**src/rtl/dldr_pkg.sv**
```systemverilog
// Shared types, constants and the power-of-ten table for the long-division row block.
package dldr_pkg;

	localparam int DATA_W     = 32;
	localparam int NUM_DIGITS = 10;  // decimal digits of the largest DATA_W-bit quotient
	localparam int DIG_W      = $clog2(NUM_DIGITS + 1);
	localparam int STEP_W     = $clog2(DATA_W);

	localparam logic [1:0] KIND_QUOTIENT  = 2'd0;
	localparam logic [1:0] KIND_DIVIDEND  = 2'd1;
	localparam logic [1:0] KIND_PRODUCT   = 2'd2;
	localparam logic [1:0] KIND_REMAINDER = 2'd3;

	typedef struct packed {
		logic       load;      // take a new operand pair
		logic       div_step;  // one restoring-division iteration
		logic       cnt_step;  // advance the digit-count position
		logic       dig_step;  // one subtract of the current power of ten
		logic       mul;       // register digit*pw*divisor
		logic       emit;      // load the output register
		logic [1:0] kind;
		logic       last;
		logic       err;
	} dldr_cmd_t;

	typedef struct packed {
		logic dvs_zero;  // divisor on the input bus is zero
		logic cnt_done;  // digit count settled
		logic dig_done;  // current digit extracted
		logic k_zero;    // working on the units digit
		logic out_free;  // output register can take a word
	} dldr_stat_t;

	function automatic logic [DATA_W-1:0] pow10(input logic [DIG_W-1:0] idx);
		logic [DATA_W-1:0] p;
		case (idx)
			4'd0: p = DATA_W'(64'd1);
			4'd1: p = DATA_W'(64'd10);
			4'd2: p = DATA_W'(64'd100);
			4'd3: p = DATA_W'(64'd1000);
			4'd4: p = DATA_W'(64'd10000);
			4'd5: p = DATA_W'(64'd100000);
			4'd6: p = DATA_W'(64'd1000000);
			4'd7: p = DATA_W'(64'd10000000);
			4'd8: p = DATA_W'(64'd100000000);
			4'd9: p = DATA_W'(64'd1000000000);
			default: p = '0;
		endcase
		return p;
	endfunction

endpackage

```
**src/rtl/dldr_dp.sv**
```systemverilog
// Datapath: restoring divider, decimal digit extraction, product/remainder and output register.
module dldr_dp import dldr_pkg::*; (
	input  logic                clk,
	input  logic                arst_n,
	input  dldr_cmd_t           cmd,
	output dldr_stat_t          stat,
	input  logic [DATA_W-1:0]   dividend,
	input  logic [DATA_W-1:0]   divisor,
	output logic                out_valid,
	input  logic                out_ready,
	output logic [1:0]          out_kind,
	output logic [DATA_W-1:0]   out_value,
	output logic                out_last,
	output logic                out_err
);

	logic [DATA_W-1:0]   dvs_q;    // divisor
	logic [DATA_W-1:0]   pr_q;     // division partial remainder
	logic [DATA_W-1:0]   dq_q;     // dividend -> quotient -> leftover quotient digits
	logic [DATA_W-1:0]   rem_q;    // running remainder, starts at dividend
	logic [DATA_W-1:0]   acc_q;    // digit * 10^k
	logic [DATA_W-1:0]   prod_q;   // partial product
	logic [DIG_W-1:0]    k_q;      // decimal position
	logic                out_valid_q;
	logic [1:0]          out_kind_q;
	logic [DATA_W-1:0]   out_value_q;
	logic                out_last_q;
	logic                out_err_q;

	logic [DATA_W:0]     trial;
	logic [DATA_W:0]     trial_sub;
	logic [DATA_W-1:0]   pw;
	logic [DATA_W-1:0]   pw_next;
	logic [2*DATA_W-1:0] prod_full;
	logic [DATA_W-1:0]   row_value;

	assign trial     = {pr_q, dq_q[DATA_W-1]};
	assign trial_sub = trial - {1'b0, dvs_q};
	assign pw        = pow10(k_q);
	assign pw_next   = pow10(k_q + DIG_W'(1));
	assign prod_full = acc_q * dvs_q;

	always_comb begin
		unique case (cmd.kind)
			KIND_QUOTIENT:  row_value = dq_q;
			KIND_DIVIDEND:  row_value = rem_q;
			KIND_PRODUCT:   row_value = prod_q;
			KIND_REMAINDER: row_value = rem_q;
			default:        row_value = '0;
		endcase
		if (cmd.err)
			row_value = '0;
	end

	always_ff @(posedge clk) begin
		if (cmd.load) begin
			dvs_q <= divisor;
			pr_q  <= '0;
			dq_q  <= dividend;
			rem_q <= dividend;
			acc_q <= '0;
			k_q   <= '0;
		end
		if (cmd.div_step) begin
			if (!trial_sub[DATA_W]) begin
				pr_q <= trial_sub[DATA_W-1:0];
				dq_q <= {dq_q[DATA_W-2:0], 1'b1};
			end else begin
				pr_q <= trial[DATA_W-1:0];
				dq_q <= {dq_q[DATA_W-2:0], 1'b0};
			end
		end
		if (cmd.cnt_step)
			k_q <= k_q + DIG_W'(1);
		if (cmd.dig_step && dq_q >= pw) begin
			dq_q  <= dq_q - pw;
			acc_q <= acc_q + pw;
		end
		if (cmd.mul)
			prod_q <= prod_full[DATA_W-1:0];
		if (cmd.emit && cmd.kind == KIND_PRODUCT)
			rem_q <= rem_q - prod_q;
		if (cmd.emit && cmd.kind == KIND_REMAINDER && !cmd.last) begin
			k_q   <= k_q - DIG_W'(1);
			acc_q <= '0;
		end
	end

	// output register
	always_ff @(posedge clk or negedge arst_n) begin
		if (!arst_n)
			out_valid_q <= 1'b0;
		else if (cmd.emit)
			out_valid_q <= 1'b1;
		else if (out_ready)
			out_valid_q <= 1'b0;
	end

	always_ff @(posedge clk) begin
		if (cmd.emit) begin
			out_kind_q  <= cmd.kind;
			out_value_q <= row_value;
			out_last_q  <= cmd.last;
			out_err_q   <= cmd.err;
		end
	end

	assign stat.dvs_zero = (divisor == '0);
	assign stat.cnt_done = (k_q == DIG_W'(NUM_DIGITS - 1)) || (dq_q < pw_next);
	assign stat.dig_done = (dq_q < pw);
	assign stat.k_zero   = (k_q == '0);
	assign stat.out_free = !out_valid_q || out_ready;

	assign out_valid = out_valid_q;
	assign out_kind  = out_kind_q;
	assign out_value = out_value_q;
	assign out_last  = out_last_q;
	assign out_err   = out_err_q;

endmodule

```
**src/rtl/dldr_ctrl.sv**
```systemverilog
// Controller: sequences division, digit count and row emission for one operand pair.
module dldr_ctrl import dldr_pkg::*; (
	input  logic       clk,
	input  logic       arst_n,
	input  logic       in_valid,
	output logic       in_ready,
	input  dldr_stat_t stat,
	output dldr_cmd_t  cmd
);

	localparam logic [3:0] ST_IDLE = 4'd0;
	localparam logic [3:0] ST_DIV  = 4'd1;
	localparam logic [3:0] ST_CNT  = 4'd2;
	localparam logic [3:0] ST_EMQ  = 4'd3;
	localparam logic [3:0] ST_EMD  = 4'd4;
	localparam logic [3:0] ST_DIG  = 4'd5;
	localparam logic [3:0] ST_MUL  = 4'd6;
	localparam logic [3:0] ST_EMP  = 4'd7;
	localparam logic [3:0] ST_EMR  = 4'd8;
	localparam logic [3:0] ST_ERR  = 4'd9;

	logic [3:0]        state_q, state_nxt;
	logic [STEP_W-1:0] step_q;

	always_comb begin
		state_nxt = state_q;
		cmd       = '0;
		in_ready  = 1'b0;
		unique case (state_q)
			ST_IDLE: begin
				in_ready = 1'b1;
				if (in_valid) begin
					cmd.load  = 1'b1;
					state_nxt = stat.dvs_zero ? ST_ERR : ST_DIV;
				end
			end
			ST_DIV: begin
				cmd.div_step = 1'b1;
				if (step_q == STEP_W'(DATA_W - 1))
					state_nxt = ST_CNT;
			end
			ST_CNT: begin
				if (stat.cnt_done)
					state_nxt = ST_EMQ;
				else
					cmd.cnt_step = 1'b1;
			end
			ST_EMQ: begin
				cmd.kind = KIND_QUOTIENT;
				if (stat.out_free) begin
					cmd.emit  = 1'b1;
					state_nxt = ST_EMD;
				end
			end
			ST_EMD: begin
				cmd.kind = KIND_DIVIDEND;
				if (stat.out_free) begin
					cmd.emit  = 1'b1;
					state_nxt = ST_DIG;
				end
			end
			ST_DIG: begin
				if (stat.dig_done)
					state_nxt = ST_MUL;
				else
					cmd.dig_step = 1'b1;
			end
			ST_MUL: begin
				cmd.mul   = 1'b1;
				state_nxt = ST_EMP;
			end
			ST_EMP: begin
				cmd.kind = KIND_PRODUCT;
				if (stat.out_free) begin
					cmd.emit  = 1'b1;
					state_nxt = ST_EMR;
				end
			end
			ST_EMR: begin
				cmd.kind = KIND_REMAINDER;
				cmd.last = stat.k_zero;
				if (stat.out_free) begin
					cmd.emit  = 1'b1;
					state_nxt = stat.k_zero ? ST_IDLE : ST_DIG;
				end
			end
			ST_ERR: begin
				cmd.kind = KIND_QUOTIENT;
				cmd.last = 1'b1;
				cmd.err  = 1'b1;
				if (stat.out_free) begin
					cmd.emit  = 1'b1;
					state_nxt = ST_IDLE;
				end
			end
			default: state_nxt = ST_IDLE;
		endcase
	end

	always_ff @(posedge clk or negedge arst_n) begin
		if (!arst_n) begin
			state_q <= ST_IDLE;
			step_q  <= '0;
		end else begin
			state_q <= state_nxt;
			if (cmd.load)
				step_q <= '0;
			else if (cmd.div_step)
				step_q <= step_q + STEP_W'(1);
		end
	end

endmodule

```
**src/rtl/decimal_long_division_rows.sv**
```systemverilog
// Top level of the decimal long-division row generator.
//
// Takes one word holding an unsigned dividend and divisor and sends out the
// rows of a schoolbook decimal long division: the quotient, the dividend, then
// for each decimal digit of the quotient (most significant first) the partial
// product digit*10^k*divisor followed by the running remainder. A zero
// quotient has one digit, so a normal operation gives 2 + 2*d words with d
// from 1 to 10; tlast marks the final remainder. A zero divisor gives a single
// word, kind quotient, value 0, with the error flag and tlast set. One
// operation is in flight at a time. An operation accepts the input word, runs the
// restoring divider (one quotient bit per cycle), counts the quotient digits,
// sends the quotient and dividend words, then per digit repeats the power-of-ten
// subtraction, forms the product in the 32x32 multiplier and sends two words.
// The last word sits in the output register, so the next input word is taken
// while it still waits for the sink.
module decimal_long_division_rows import dldr_pkg::*; (
	input  logic                clk,
	input  logic                arst_n,
	// input stream
	input  logic                s_axis_tvalid,
	output logic                s_axis_tready,
	input  logic [2*DATA_W-1:0] s_axis_tdata,   // [31:0] dividend, [63:32] divisor
	// output stream
	output logic                m_axis_tvalid,
	input  logic                m_axis_tready,
	output logic [DATA_W-1:0]   m_axis_tdata,   // [31:0] row_value
	output logic [2:0]          m_axis_tuser,   // [1:0] row_kind, [2] divide_error
	output logic                m_axis_tlast    // last_row
);

	dldr_cmd_t  cmd;
	dldr_stat_t stat;
	logic [1:0] out_kind;
	logic       out_err;

	dldr_ctrl u_ctrl (
		.clk      (clk),
		.arst_n   (arst_n),
		.in_valid (s_axis_tvalid),
		.in_ready (s_axis_tready),
		.stat     (stat),
		.cmd      (cmd)
	);

	dldr_dp u_dp (
		.clk       (clk),
		.arst_n    (arst_n),
		.cmd       (cmd),
		.stat      (stat),
		.dividend  (s_axis_tdata[DATA_W-1:0]),
		.divisor   (s_axis_tdata[2*DATA_W-1:DATA_W]),
		.out_valid (m_axis_tvalid),
		.out_ready (m_axis_tready),
		.out_kind  (out_kind),
		.out_value (m_axis_tdata),
		.out_last  (m_axis_tlast),
		.out_err   (out_err)
	);

	assign m_axis_tuser = {out_err, out_kind};

`ifndef SYNTHESIS
	// error word is always the only word of its operation
	a_err_last: assert property (@(posedge clk) disable iff (!arst_n)
		m_axis_tvalid && out_err |-> m_axis_tlast && out_kind == KIND_QUOTIENT
			&& m_axis_tdata == '0)
		else $error("error word without tlast or with data");

	// a normal operation always ends on a remainder word
	a_last_rem: assert property (@(posedge clk) disable iff (!arst_n)
		m_axis_tvalid && m_axis_tlast && !out_err |-> out_kind == KIND_REMAINDER)
		else $error("tlast on a non-remainder word");

	// a new input is taken only when no word is being loaded
	a_no_overlap: assert property (@(posedge clk) disable iff (!arst_n)
		s_axis_tvalid && s_axis_tready |-> !cmd.emit)
		else $error("input accepted during row emission");

	// a remainder word always directly follows its partial product
	a_rem_after_prod: assert property (@(posedge clk) disable iff (!arst_n)
		cmd.emit && cmd.kind == KIND_REMAINDER |-> $past(cmd.emit)
			|| $past(cmd.kind) == KIND_REMAINDER)
		else $error("remainder word out of sequence");
`endif

endmodule
```
**config.mk**
```make
export PLATFORM = sky130hd
export DESIGN_NAME = decimal_long_division_rows
export DESIGN_NICKNAME = d
export VERILOG_FILES = /design/src/rtl/dldr_pkg.sv /design/src/rtl/dldr_dp.sv /design/src/rtl/dldr_ctrl.sv /design/src/rtl/decimal_long_division_rows.sv
export SDC_FILE = /design/constraint.sdc
export NUM_CORES = 2
export LEC_CHECK = 0
export BUFFER_PORTS_ARGS = -buffer_cell sky130_fd_sc_hd__buf_2
export CORE_MARGIN = 5
export CORE_UTILIZATION = 50
export CTS_BUF_LIST = sky130_fd_sc_hd__clkbuf_4
export DETAILED_ROUTE_END_ITERATION = 10
export GPL_TIMING_DRIVEN = 0
export MAX_ROUTING_LAYER = met4
export PLACE_DENSITY_LB_ADDON = 0.3
export SYNTH_ARGS = -nofsm -noshare
export SYNTH_HDL_FRONTEND = slang
export SYNTH_SLANG_ARGS = --single-unit
export TNS_END_PERCENT = 20
```
**constraint.sdc**
```tcl
create_clock -name clk -period 21.2 [get_ports clk]
set_input_delay 1.06 -clock clk [delete_from_list [all_inputs] [get_ports clk]]
set_output_delay 1.06 -clock clk [all_outputs]
set_load 0.01 [all_outputs]
```
==> run summary <==
Status - finished, final reports clean
Fin cells - 4,788
Pre-antenna DRT Iters - 6
Slew headroom - 0.124
Routed Antenna Nets - 0
Synth Register Bits - 265
Worst reg2reg startpoint - u_dp.acc_q[6]$_SDFFE_PP0P_
Met3 GRT Util - 0.0568
Share of the synthesized area in the top cell type - 0.247
Worst setup path category - reg -> reg
GP Congestion - 1.00
# clock sinks - 265
Core ar. - 66,000 sq um
Final Skew - 0.0579 ns
Vias in the first global route - 27,700
Vias/cell - 5.77
Critical path launch point type - flop
Global-route wire length before repair - 165 mm
Setup TNS Final - 0 ns
Worst hold path class - in -> async
Tcrit/Tclk final - 0.431
Cell area after synthesis - 33,400 sq um
Final setup viols - 0
CP Data Required Time - 21.76 ns
Worst Path Arrival - 9.71 ns
Async SR Flop Fraction - 0.0377
Synth area leaders - fa_1, edfxtp_1, ha_1, inv_1, and2_1
Clk Latency, worst-skew pair - 0.83 ns
Met1 Track Usage GR - 0.396
Worst Tran Pin Value - 1.30 ns
Number of buffers added on ports - 105
Max Cap Viol - 0
Placed Cells incl. Taps - 4,649
Synthesized instance count - 3,676
Number of enable flip-flop cells after synthesis - 200
Area Growth Syn to Fin - 7.86%
# rows - 94
Placement Setup Slack - 12.38 ns
Largest net degree at the start of global routing - 42
GRT Max-Usage Layer - met2
Crit path max fanout - 10
Max clock buf depth - 3
Syn_nets - 4,443
Final worst slack - 12.05 ns
Area leader, netlist - fa_1
RSZ-0062 raised after global routing - no
Initial Util - 0.506
Reg clk slew, reported paths - 0.07 ns
Pins Over Slew Limit - 0
Final instance area - 36,000 sq um
Max Clock Freq - 0.109 GHz
Cts bufs inserted - 73
R2R Path End - u_dp.prod_q[31]$_DFFE_PP_
Final Net Count - 4,627
Overall routed net length - 108 mm
Initial antenna violation count - 7
Setup bufs post-CTS - 0
Dpl cell area - 35,100 sq um
Share of layout cells above drive strength 1 - 0.0677
I/O Pins - 106
FF-to-FF setup slack - 12.05 ns
Syn_area_per_cell - 9.09 sq um
Total Routing Usage GR - 0.310
Hold_buf cts - 0
Drt drc - 0
Die W - 269 microns
Routed length per instance - 22.6 microns
GRT overflow - 0
Final min period - 9.15 ns
CTS-repair resized insts - 0
CTS tree - yes
Initial DRC Count - 2,540
Root Buffer Master - clkbuf_4
H-tree depth - 3
HPWL Detailed - 85.4 mm
Unique masters post-synth - 82
Global routing usage on met2 - 0.476
Top_reg_cell synth - edfxtp_1
Yosys warnings - 0
Reg2reg path depth - 25
Sequential area share after synthesis - 0.220
Die Height - 269 microns
Die area - 72,100 sq um
Vias - 27,600
Critical path endpoint category - flop
Fin. Hold Viols - 0
==> cell type report <==
type | count | area, sq um
Buffer | 163 | 654
Clock buffer | 101 | 758
Inverter | 540 | 2030
Antenna cell | 11 | 27.5
Multi-Input combinational cell | 2708 | 23400
Fill cell | 6106 | 29900
Tap cell | 864 | 1080
Timing Repair Buffer | 109 | 613
Sequential cell | 265 | 7360
Clock inverter | 27 | 114
==> logic make-up after synthesis <==
group	count (synthesis)	share of synthesized area
simple gates	1161	0.166
xor+xnor	196	0.0514
buf+inv	703	0.0802
compound gates	624	0.120
flops	265	0.220
fa+ha+maj	699	0.354
mux	28	0.00857
==> critical path: stages (launching register included) <==
cell and delay (ns):
dfxtp_1 0.35, clkbuf_1 0.85, clkbuf_1 0.88, nand2_1 0.19
fa_1 0.56, inv_1 0.06, fa_1 0.44, fa_1 0.49
inv_1 0.05, fa_1 0.47, inv_1 0.05, fa_1 0.44
ha_1 0.32, fa_1 0.51, fa_1 0.41, ha_1 0.38
and3_1 0.22, nand2_1 0.08, nor4_1 0.51, o21ai_0 0.21
a21boi_0 0.35, a311oi_1 0.27, o21ai_0 0.26, a21o_1 0.14
a21oi_1 0.09, xnor2_1 0.32
==> state kept, by name, indices dropped and copies added (netlist names) <==
signal          cells
u_dp.acc_q         32
u_dp.dq_q          32
u_dp.dvs_q         32
u_dp.out_value     32
u_dp.pr_q          32
u_dp.prod_q        32
u_dp.rem_q         32
u_dp.pw            23
u_ctrl.step_q       5
u_ctrl.state_q      4
u_dp.k_q            4
u_dp.out_kind       2
u_dp.out_err        1
u_dp.out_last       1
u_dp.out_valid      1
==> cell usage after synthesis, types with 7 or more instances <==
cell type  count
nor2_1       198
and2_1       288
nand3_1       36
nor4_1        13
nor3_1        28
dfrtp_1       10
xnor2_1      131
nor2b_1       22
nand2_1      477
fa_1         412
dfxtp_1       55
ha_1         287
a21o_1        79
and3_1        13
a211oi_1      20
o21ai_0      117
clkbuf_1     150
nand2b_1      28
xor2_1        65
o21a_1        26
o211ai_1       8
o21ai_1        7
o21bai_1      20
or3_1         15
mux2i_1       25
o31ai_1        8
a21oi_1      176
a31oi_1       58
inv_1        539
a22oi_1       35
nand4_1       15
a211o_1        7
a41oi_1        7
edfxtp_1     200
==> worst max path at each step <==
stage / startpoint / to / slack (ns) / depth (start not counted)
finish: u_dp.acc_q[6]$_SDFFE_PP0P_ / u_dp.prod_q[31]$_DFFE_PP_ / 12.05 / 25
detailed placement: u_dp.acc_q[6]$_SDFFE_PP0P_ / u_dp.prod_q[31]$_DFFE_PP_ / 12.38 / 25
floorplan: u_dp.acc_q[13]$_SDFFE_PP0P_ / u_dp.prod_q[31]$_DFFE_PP_ / 14.22 / 23
global placement: u_dp.acc_q[6]$_SDFFE_PP0P_ / u_dp.prod_q[31]$_DFFE_PP_ / 12.42 / 25
global route: u_dp.acc_q[5]$_SDFFE_PP0P_ / u_dp.prod_q[31]$_DFFE_PP_ / 11.76 / 25
CTS: u_dp.acc_q[6]$_SDFFE_PP0P_ / u_dp.prod_q[31]$_DFFE_PP_ / 12.33 / 25
==> through the flow <==
step / hold slack, ns / util
6_report: 0.0818 / 0.546
5_1_grt: 0.0441 / 0.546
4_1_cts: 0.0323 / 0.546
3_5_place_dp: 0.457 / 0.533
3_3_place_gp: 0.447 / 0.531
2_1_floorplan: 0.433 / -
==> metal layers <==
layer | wire length (microns) | vias up
met5 | 0 | -
met3 | 10300 | 378
met4 | 7110 | 0
met2 | 47900 | 1383
li1 | - | 12400
met1 | 42700 | 13400
==> placed cells by master (no fill, tap or decap), types with 7 or more instances in the layout <==
master    netlist  layout
dfrtp_1        10      10
edfxtp_1      200     200
nor2_1        198     196
buf_2           4     109
fa_1          412     412
nor4_1         13      13
mux2i_1        25      25
or3_1          15      15
nand4_1        15      15
and2_1        288     288
a22oi_1        35      35
dfxtp_1        55      55
a211o_1         7       7
nor3_1         28      27
xnor2_1       131     131
o21bai_1       20      20
a21o_1         79      79
o211ai_1        8       8
clkinv_1        0      17
a211oi_1       20      19
nand2_1       477     476
nand2b_1       28      28
xor2_1         65      65
o31ai_1         8       8
a21oi_1       176     176
ha_1          287     287
diode_2         0      11
o21a_1         26      26
and3_1         13      13
clkbuf_4        0     101
clkbuf_1      150     150
clkinv_2        0       7
a31oi_1        58      58
inv_1         539     539
o21ai_0       117     117
a41oi_1         7       7
nand3_1        36      35
o21ai_1         7       7
nor2b_1        22      22
Power is not shown: default switching activity piles up to over one toggle a cycle in this logic, so the estimate is an artifact.
